## src/hdl/glw_pkg.sv

```systemverilog
package glw_pkg;

	// fixed field widths of the item and result beats
	localparam int COORD_W = 6;
	localparam int STEPS_W = 7;

	// command codes
	typedef enum logic {
		CMD_TRACE = 1'b0,
		CMD_QUERY = 1'b1
	} cmd_t;

	// walker status seen by the sequencer
	typedef struct packed {
		logic busy;
		logic mark_valid;
	} walk_stat_t;

endpackage

```

## src/hdl/glw_walker.sv

```systemverilog
module glw_walker #(
	parameter int GRID_SIDE = 64
) (
	input  logic                                 clk,
	input  logic                                 arst_n,
	input  logic                                 load,
	input  logic [$clog2(GRID_SIDE)-1:0]         sx,
	input  logic [$clog2(GRID_SIDE)-1:0]         sy,
	input  logic [$clog2(GRID_SIDE)-1:0]         gx,
	input  logic [$clog2(GRID_SIDE)-1:0]         gy,
	output glw_pkg::walk_stat_t                  stat,
	output logic [$clog2(GRID_SIDE)-1:0]         mark_x,
	output logic [$clog2(GRID_SIDE)-1:0]         mark_y,
	output logic [$clog2(2*GRID_SIDE-1)-1:0]     steps
);
	import glw_pkg::*;

	localparam int CW  = $clog2(GRID_SIDE);
	localparam int PW  = 2 * CW + 1;
	localparam int SCW = $clog2(2 * GRID_SIDE - 1);

	logic [CW-1:0]  x_q, y_q;
	logic           up_x_q, up_y_q;
	logic [CW-1:0]  rx_q, ry_q;
	logic [PW-1:0]  lhs_q, rhs_q;
	logic [PW-1:0]  lhs_inc_q, rhs_inc_q;
	logic [SCW-1:0] steps_q;
	logic           mark_valid_s1;
	logic [CW-1:0]  mark_x_s1, mark_y_s1;

	logic [CW-1:0]  dx, dy;
	logic           busy;
	logic           step_x, step_y;
	logic [CW-1:0]  x_nxt, y_nxt;

	// span of the line on each axis
	assign dx = (gx > sx) ? gx - sx : sx - gx;
	assign dy = (gy > sy) ? gy - sy : sy - gy;

	// (1+2*ix)*ny against (1+2*iy)*nx, kept as running sums
	assign busy   = (rx_q != '0) || (ry_q != '0);
	assign step_x = lhs_q <= rhs_q;
	assign step_y = lhs_q >= rhs_q;

	// next cell entered
	always_comb begin
		x_nxt = x_q;
		y_nxt = y_q;
		if (step_x) begin
			x_nxt = up_x_q ? x_q + CW'(1) : x_q - CW'(1);
		end
		if (step_y) begin
			y_nxt = up_y_q ? y_q + CW'(1) : y_q - CW'(1);
		end
	end

	// control: remaining steps, step count, mark request
	always_ff @(posedge clk or negedge arst_n) begin
		if (!arst_n) begin
			rx_q          <= '0;
			ry_q          <= '0;
			steps_q       <= '0;
			mark_valid_s1 <= 1'b0;
		end else if (load) begin
			rx_q          <= dx;
			ry_q          <= dy;
			steps_q       <= '0;
			mark_valid_s1 <= 1'b0;
		end else begin
			mark_valid_s1 <= busy;
			if (busy) begin
				if (step_x) begin
					rx_q <= rx_q - CW'(1);
				end
				if (step_y) begin
					ry_q <= ry_q - CW'(1);
				end
				steps_q <= steps_q + SCW'(1);
			end
		end
	end

	// datapath: position and comparison sums
	always_ff @(posedge clk) begin
		if (load) begin
			x_q       <= sx;
			y_q       <= sy;
			up_x_q    <= gx > sx;
			up_y_q    <= gy > sy;
			lhs_q     <= PW'(dy);
			rhs_q     <= PW'(dx);
			lhs_inc_q <= PW'(dy) << 1;
			rhs_inc_q <= PW'(dx) << 1;
		end else if (busy) begin
			x_q <= x_nxt;
			y_q <= y_nxt;
			if (step_x) begin
				lhs_q <= lhs_q + lhs_inc_q;
			end
			if (step_y) begin
				rhs_q <= rhs_q + rhs_inc_q;
			end
			mark_x_s1 <= x_nxt;
			mark_y_s1 <= y_nxt;
		end
	end

	assign stat.busy       = busy;
	assign stat.mark_valid = mark_valid_s1;
	assign mark_x          = mark_x_s1;
	assign mark_y          = mark_y_s1;
	assign steps           = steps_q;

	// a walk never runs past its longest possible length
	a_step_bound: assert property (@(posedge clk) disable iff (!arst_n)
		busy |-> (steps_q < SCW'(2 * (GRID_SIDE - 1))))
		else $error("walk exceeded step bound");

endmodule

```

## config.mk

```make
export PLATFORM = sky130hd
export DESIGN_NAME = glw_walker
export DESIGN_NICKNAME = d
export VERILOG_FILES = /design/src/hdl/glw_pkg.sv /design/src/hdl/glw_walker.sv
export SDC_FILE = /design/constraint.sdc
export NUM_CORES = 1
export LEC_CHECK = 0
export ABC_AREA = 1
export BUFFER_PORTS_ARGS = -buffer_cell sky130_fd_sc_hd__buf_2
export CAP_MARGIN = 20
export CELL_PAD_IN_SITES_DETAIL_PLACEMENT = 0
export CELL_PAD_IN_SITES_GLOBAL_PLACEMENT = 1
export CORE_MARGIN = 1
export CORE_UTILIZATION = 49
export CTS_CLUSTER_SIZE = 30
export DETAILED_ROUTE_END_ITERATION = 8
export HOLD_SLACK_MARGIN = 0.12
export PLACE_DENSITY = 0.84
export SYNTH_ARGS = -nofsm -noshare
export SYNTH_HDL_FRONTEND = slang
export SYNTH_SLANG_ARGS = --single-unit
```

## constraint.sdc

```tcl
create_clock -name clk -period 3.15 [get_ports clk]
set_clock_uncertainty 0.15 [all_clocks]
set_input_delay 0.7875 -clock clk [delete_from_list [all_inputs] [get_ports clk]]
set_output_delay 0.7875 -clock clk [all_outputs]
set_load 0.05 [all_outputs]
```

# [After elaboration in Yosys (flattened, before gate mapping)]
# Cells that the tools add are included.
[word_totals] elab_cells=70 in_bits=27 ff_bits=84
[classes] magnitude_cmp=4 mux=25 bitwise=1 add_sub_neg=13 n_reduce_logical=11
[ops] operator="6-bit 2-to-1 mux" count=22
[ops] operator="13-bit by 7-bit adder with 13-bit output" count=2
[ops] operator="6-bit by 1-bit subtractor with 6-bit output (second input constant)" count=4
[ops] operator="6-bit subtractor" count=4
[ops] operator="7-bit 2-to-1 mux" count=2
[ops] operator="13-bit greater-or-equal comparator" count=1
[ops] operator="13-bit less-or-equal comparator" count=1
[ops] operator="6-bit by 1-bit adder with 6-bit output (second input constant)" count=2
[ops] operator="6-bit greater-than comparator" count=2
[ops] operator="6-bit nonzero test" count=2
[ops] operator="2-bit AND reduction" count=5
[ops] operator="7-bit by 1-bit adder with 7-bit output (second input constant)" count=1
[ops] operator="2-bit nonzero test" count=3
[ops] operator="1-bit logical OR" count=1
[ops] operator="1-bit 2-to-1 mux" count=1
[ops] operator="1-bit inverter" count=1

# [Longest topological paths before layout]
# Gate-level depths: netlist of the first run.
[logic_depth] word_depth=5 mapped_depth=14 mapped_depth_nobuf=13

# [Least setup slack after synthesis of the first run]
# OpenSTA, ideal clock, no wires.
[synth_timing] path_type="input to register" startpoint="input port gx[0]" endpoint="register rhs_q[5], data pin" cell_stages=10 slack_ps=599 required_ps=2731 setup_ps=269 t_arrival_ps=2133 cell_sequence="inv_1 -> ha_1 -> fa_1 -> nand3b_1 -> nand3_1 -> nand2_1 -> inv_1 -> nand3_1 -> nand3_1 -> o21ai_0"
[synth_via] elab_chain_len=3 word_cells_on_any_way=5 classes_between="add/sub: 2; order compare: 1; mux: 2"
[synth_rtl] element="from (decl)" line="glw_walker.sv:9" rtl="input logic [$clog2(GRID_SIDE)-1:0] gx,"
[synth_rtl] element="6-bit subtractor / 6-bit greater-than comparator (equally long branches)" line="glw_walker.sv:37" rtl="assign dx = (gx > sx) ? gx - sx : sx - gx;"
[synth_rtl] element="6-bit 2-to-1 mux (*)" line="glw_walker.sv:37"
[synth_rtl] element="6-bit 2-to-1 mux (*)" line="glw_walker.sv:85" rtl="if (load) begin"
[synth_rtl] element="to (signal assigned)" line="glw_walker.sv:91" rtl="rhs_q <= PW'(dx);"
[synth_rtl] element="to (signal assigned)" line="glw_walker.sv:101" rtl="rhs_q <= rhs_q + rhs_inc_q;"
[synth_rtl] element="to (decl)" line="glw_walker.sv:25" rtl="logic [PW-1:0] lhs_q, rhs_q;"
# Every way passes the cells marked *; elsewhere a longest branch is shown, timed or not.
# A chain may end at the register's enable or synchronous reset.

==> flow_metrics.py, run 1 <==
metrics = {
    "status": {
        "run_status": "completed",
    },
    "cells_and_area": {
        "regArea_um2": 2280,
        "area.growth.synth_to_final_pct": 11.2,
        "final_nets": 921,
        "fill_cells": 1189,
        "area_occupied_by_multi_input_gates_um2": 3420,
        "fraction_of_layout_cells_with_a_size_suffix_above_1": 0.109,
        "n_antenna_cell": 0,
    },
    "synthesis": {
        "synth.mux.area_fraction": 0,
        "yosys_most_used_dff": "sky130_fd_sc_hd__edfxtp_1",
        "synthDistinctLibCells": 44,
        "yosysSeqAreaShare": 0.367,
        "syn_area_per_cell_um2": 7.91,
        "synth.ff_latch_count": 84,
        "post-synth-top-count-cell": "sky130_fd_sc_hd__nand2_1",
        "post_synth_and_or_nand_nor_area_fraction": 0.272,
        "synthesis.area_um2": 6220,
        "yosys.area.top_type_share": 0.241,
        "synth_commonest_cells": "sky130_fd_sc_hd__nand2_1 (225), sky130_fd_sc_hd__inv_1 (97), sky130_fd_sc_hd__nand3_1 (86), sky130_fd_sc_hd__ha_1 (59), sky130_fd_sc_hd__edfxtp_1 (50)",
        "synth_compound_gate_area_share": 0.0794,
        "synth_fp_nets": 880,
        "synth_area_leaders": "sky130_fd_sc_hd__edfxtp_1 (24%), sky130_fd_sc_hd__nand2_1 (14%), sky130_fd_sc_hd__ha_1 (12%)",
        "proportion_of_register_bits_with_asynchronous_set_or_reset_after_synthesis": 0.238,
        "gate_count_of_the_mapped_netlist": 786,
        "synthesis.yosys.warnings": 0,
        "number_of_enable_flip_flop_cells_after_synthesis": 50,
        "post_synthesis_share_of_cell_area_spent_on_full_adders_half_adders_and_majority_gates": 0.144,
        "synth_largest_area_cell": "sky130_fd_sc_hd__edfxtp_1",
        "synth-xor-area-share": 0.0535,
        "synth_top_family_by_area": "simple AND/OR/NAND/NOR gates",
    },
    "timing": {
        "final_min_period_over_clock_period": 0.879,
        "holdWs_ns": 0.266,
        "slew_viols_final": 0,
        "rsz0062_at_grt": "no",
        "final.min_clock_period_ns": 2.77,
        "worst_slack_ns": 0.380,
        "timing_worst_slew_pin_value_ns": 0.686,
        "finalSetupViolations": 0,
        "totalNegativeSetupSlack_ns": 0,
        "count_of_final_hold_check_violations": 0,
        "slew-limit-headroom": 0.539,
        "achievable-frequency_mhz": 361,
    },
    "die": {
        "initial_core_util": 0.509,
        "num_rows": 40,
        "overall_die_area_um2": 13200,
        "die_width_um": 115,
        "fp.coreArea_um2": 12200,
        "boundaryPins": 48,
        "die-height_um": 115,
    },
    "pwr": {
        "switching_share": 0.472,
        "intPower_mw": 3.69,
        "power_density_nw_per_um2": 1010,
        "leakagePower_nw": 3.39,
        "p_comb_frac": 0.544,
        "share_clk_of_total_power": 0.165,
        "report.power.total_mw": 6.97,
        "p_switching_mw": 3.29,
        "vdd.ir_drop.worst_v": 0.000469,
        "pwr-share-seq": 0.291,
    },
    "global_route": {
        "use_met2": 0.401,
        "largest_net_degree_at_the_start_of_global_routing": 49,
        "most_congested_layer_reported_by_global_routing": "met2",
        "grtUsageTotal": 0.236,
        "grt_pass1_vias": 4966,
        "groute.layer.met3.usage": 0.0408,
        "grt_overflow": 0,
        "antenna_found_initial": 0,
        "first_pass_grt_wire_length_um": 23900,
        "global_route.usage.met1": 0.307,
    },
    "clock_tree": {
        "cts_post_setup_buffers_inserted": 0,
        "htree_levels": 3,
        "clock_tree.buffer_depth": 2,
        "post_cts.resized_instances": 0,
        "clk-insertion-delay-late_ns": 0.35,
        "tritoncts.num_buffers": 9,
        "clk_pin_slew_worst_paths_ns": 0.06,
        "numClockSinks": 84,
        "cts_hold_buf": 0,
        "clockRootBuffer": "sky130_fd_sc_hd__clkbuf_16",
        "clock_tree_from_tritoncts": "built",
    },
    "placed_design": {
        "place.gp.congestion": 0.917,
        "post-place-ws_ns": 0.293,
        "numPortBuffers": 47,
        "dpl.hpwl_um": 11300,
    },
    "drt": {
        "detail_route.iter0.violations": 299,
        "routedWlPerCell_um": 14.5,
        "post_drt_via_cell_ratio": 5.26,
        "number_of_vias_after_detailed_routing": 5260,
        "tritonroute_pass_1_iters": 7,
        "routed_wirelength_um": 14500,
        "total_drc_errors_in_the_routed_layout": 0,
        "antenna_violating_nets_post_route": 0,
    },
    "critical_path": {
        "r2r_start": "rhs_q[7]",
        "start_kind": "register",
        "worstPathArrival_ns": 1.83,
        "path_class": "register to output port",
        "setup_crit_start": "rx_q[0]",
        "critPathRequiredTime_ns": 2.21,
        "timing.critical_path.to_type": "output port",
        "crit_fanout": 4,
    },
    "min_path": {
        "worstHoldPathType": "input pin to async pin",
    },
    "run": {
        "drv.max_cap_violation_count": 0,
    },
}
-- sequential cells by signal (all words and copies together), names as in the netlist --
signal,cells
lhs_q,13
rhs_q,13
steps,7
lhs_inc_q,6
mark_x,6
mark_y,6
rhs_inc_q,6
rx_q,6
ry_q,6
x_q,6
y_q,6
mark_valid_s1,1
up_x_q,1
up_y_q,1
-- kinds of logic after synthesis --
family / Yosys count
flops: 84
xor+xnor: 38
compound gates: 87
buf+inv: 127
simple gates: 383
fa+ha+maj: 67
-- layout by cell type (no fill, tap or decap), drive strengths merged --
cell type	count
xor2	24
a21o	1
o21a	3
ha	59
a21boi	1
o21bai	6
inv	100
or2	4
clkbuf	9
nor2	28
nand4	11
o22ai	2
dfrtp	20
nand3	87
nor4	2
edfxtp	50
dfxtp	14
nor3	9
bufinv	2
fa	8
nand2	231
xnor2	14
and2	7
buf	57
o211ai	3
nand3b	4
a31oi	2
o21ai	28
a21oi	41
clkinv	5
-- area by class of cell --
cell class	count	area share
Clock inverter	7	0.0130
Tap cell	168	0.0304
Sequential cell	84	0.330
Clock buffer	9	0.0326
Timing Repair Buffer	57	0.0454
Inverter	100	0.0543
Multi-Input combinational cell	575	0.494
-- metal layers --
metal	routed length [µm]	share of wire	up-vias
met5	0	0	-
met4	196	0.014	0
met3	593	0.041	16
met2	6940	0.48	119
met1	6790	0.47	2474
li1	-	-	2651
-- stage by stage --
stage                     cells  instance area [µm²]   util
after floorplan             786                 6220      -
after global placement      983                 6590  0.540
after detailed placement    983                 6590  0.540
after CTS                   999                 6900  0.565
after global routing       1000                 6920  0.566
final                      1000                 6920  0.566
-- worst max-delay path, cell delays in order (launching register included) --
cell and delay (ns):
sky130_fd_sc_hd__dfrtp_1 0.40, sky130_fd_sc_hd__inv_1 0.13, sky130_fd_sc_hd__ha_1 0.19, sky130_fd_sc_hd__inv_1 0.05
sky130_fd_sc_hd__nor4_1 0.22, sky130_fd_sc_hd__nand4_1 0.22, sky130_fd_sc_hd__buf_2 0.28
-- worst paths after layout --
| check | end | slack, ns | cells after the start |
|---|---|---|---|
| worst max-delay path | stat[1] | 0.38 | 6 |
| worst min-delay path | steps[0] | 0.27 | 1 |
| worst max register to register | lhs_q[5] | 0.52 | 10 |
| worst min register to register | rhs_q[11] | 0.33 | 2 |
| max in group asynchronous | rx_q[3] | 2.22 | 1 |
| min in group clk | rhs_q[11] | 0.33 | 2 |
-- power by group through the flow --
stage          Sequential [mW]  Clock (mW)  Combinational [mW]
2_1_floorplan             2.26           0                2.64
3_3_place_gp              2.04           0                3.73
3_5_place_dp              2.05           0                3.78
4_1_cts                   2.03        1.17                3.80
5_1_grt                   2.07        1.21                4.25
6_report                  2.03        1.15                3.80
(Power assumes the default switching activity.)
==> run 2, diff against run 1 <==
--- a/config.mk
+++ b/config.mk
@@ -11,11 +11,12 @@
 export CELL_PAD_IN_SITES_DETAIL_PLACEMENT = 0
 export CELL_PAD_IN_SITES_GLOBAL_PLACEMENT = 1
 export CORE_MARGIN = 1
-export CORE_UTILIZATION = 49
+export CORE_UTILIZATION = 51
+export CTS_BUF_LIST = sky130_fd_sc_hd__clkbuf_4
 export CTS_CLUSTER_SIZE = 30
 export DETAILED_ROUTE_END_ITERATION = 8
 export HOLD_SLACK_MARGIN = 0.12
-export PLACE_DENSITY = 0.84
+export PLACE_DENSITY = 0.87
 export SYNTH_ARGS = -nofsm -noshare
 export SYNTH_HDL_FRONTEND = slang
 export SYNTH_SLANG_ARGS = --single-unit
==> flow_metrics.py, run 2 (same netlist as run 1, synthesis figures left out) <==
metrics = {
    "timing": {
        "final_min_period_over_clock_period": 0.925,
        "count_of_final_hold_check_violations": 0,
        "totalNegativeSetupSlack_ns": 0,
        "worst_slack_ns": 0.237,
        "achievable-frequency_mhz": 343,
        "rsz0062_at_grt": "no",
        "slew-limit-headroom": 0.571,
        "slew_viols_final": 0,
        "finalSetupViolations": 0,
        "timing_worst_slew_pin_value_ns": 0.639,
        "final.min_clock_period_ns": 2.91,
    },
    "min_path": {
        "worstHoldPathType": "register to register",
    },
    "placed_design": {
        "post-place-ws_ns": 0.272,
        "numPortBuffers": 47,
        "dpl.hpwl_um": 10900,
        "place.gp.congestion": 0.909,
    },
    "global_route": {
        "grt_pass1_vias": 4979,
        "grtUsageTotal": 0.239,
        "grt_overflow": 0,
        "first_pass_grt_wire_length_um": 23800,
        "antenna_found_initial": 1,
        "largest_net_degree_at_the_start_of_global_routing": 38,
    },
    "critical_path": {
        "start_kind": "register",
        "path_class": "register to output port",
        "worstPathArrival_ns": 1.98,
        "crit_fanout": 4,
        "timing.critical_path.to_type": "output port",
        "critPathRequiredTime_ns": 2.21,
    },
    "cells_and_area": {
        "final_nets": 921,
        "area.growth.synth_to_final_pct": 8.29,
        "layout_common_cells": "sky130_fd_sc_hd__nand2_1 (225), sky130_fd_sc_hd__inv_1 (97), sky130_fd_sc_hd__nand3_1 (86)",
        "final_common_cell": "sky130_fd_sc_hd__nand2_1",
        "post-route-util": 0.578,
        "fraction_of_layout_cells_with_a_size_suffix_above_1": 0.111,
    },
    "status": {
        "run_status": "completed",
    },
    "drt": {
        "detail_route.iter0.violations": 427,
        "number_of_vias_after_detailed_routing": 5208,
        "tritonroute_pass_1_iters": 5,
        "routedWlPerCell_um": 14.4,
        "post_drt_via_cell_ratio": 5.34,
        "total_drc_errors_in_the_routed_layout": 0,
        "antenna_violating_nets_post_route": 0,
        "routed_wirelength_um": 14100,
    },
    "die": {
        "overall_die_area_um2": 12600,
        "boundaryPins": 48,
        "die_width_um": 112,
        "die-height_um": 112,
        "initial_core_util": 0.533,
        "fp.coreArea_um2": 11700,
        "num_rows": 39,
    },
    "clock_tree": {
        "clk-insertion-delay-late_ns": 0.46,
        "clock_tree.buffer_depth": 2,
        "clock_tree_from_tritoncts": "built",
        "tritoncts.num_buffers": 9,
        "numClockSinks": 84,
        "post_cts.resized_instances": 0,
        "clockRootBuffer": "sky130_fd_sc_hd__clkbuf_4",
        "clk_pin_slew_worst_paths_ns": 0.14,
        "htree_levels": 3,
    },
    "pwr": {
        "power_density_nw_per_um2": 969,
        "leakagePower_nw": 3.32,
        "vdd.ir_drop.worst_v": 0.000538,
        "report.power.total_mw": 6.53,
    },
    "run": {
        "drv.max_cap_violation_count": 0,
    },
}
run 2: changes by cell type in the layout (fill, tap and decap cells not counted), sizes merged:
cell / delta
diode: +1
dlygate4sd3: +1
clkinv: -1
buf: -1
inv: +1
run 2: what timing repair did:
item                                    4_1_cts  5_1_grt
endpoints found under the setup margin        0        0
endpoints found under the hold margin         9        0
buffers inserted                              0        0
hold buffers                                  1        0
run 2: where the power goes:
group | leakage (nW) | switching [mW] | total [mW] | internal [mW]
clock network | 0.0922 | 0.413 | 0.742 | 0.329
registers | 0.876 | 0.293 | 2.02 | 1.72
logic | 2.35 | 2.52 | 3.77 | 1.26
run 2: path summary, 6_finish.rpt:
check / startpoint / endpoint / slack [ns] / cells past startpoint
setup / recovery: rx_q[0] / stat[1] / 0.24 / 6
hold / removal: rhs_q[12] / rhs_q[12] / 0.34 / 2
setup reg to reg: rhs_q[7] / lhs_q[4] / 0.56 / 10
hold reg to reg: rhs_q[12] / rhs_q[12] / 0.34 / 2
max in group asynchronous: arst_n / rx_q[1] / 1.82 / 2
min in group asynchronous: arst_n / steps[5] / 0.66 / 2
run 2: critical path: stages, from the launching register on:
cell and delay, ns:
sky130_fd_sc_hd__dfrtp_1 0.43, sky130_fd_sc_hd__inv_1 0.12, sky130_fd_sc_hd__ha_1 0.18, sky130_fd_sc_hd__inv_1 0.04
sky130_fd_sc_hd__nor4_1 0.22, sky130_fd_sc_hd__nand4_1 0.24, sky130_fd_sc_hd__buf_2 0.29
run 2: per-layer routing:
layer,GRT usage,vias to the layer above,wire length [µm],part of all wire
met1,0.309,2416,6600,0.47
li1,-,2659,-,-
met4,0.0871,0,245,0.017
met5,0,-,0,0
met2,0.408,115,6690,0.47
met3,0.0362,18,566,0.040
run 2: area by class of cell:
type,count,area [µm²]
flip-flops and latches,84,2280
repair buffers,57,313
clock buffers,9,67.6
clock inverters,7,98.8
well taps,143,179
diodes,1,2.50
fillers,1122,4930
multi-input cells,575,3420
inverters,100,375
run 2: stage by stage:
step	hold slack [ns]	cell area (µm²)	instances
global route	0.370	6740	976
global placement	0.315	6550	957
detailed placement	0.326	6550	957
finish	0.342	6740	976
floorplan	0.303	6220	786
CTS	0.346	6730	974
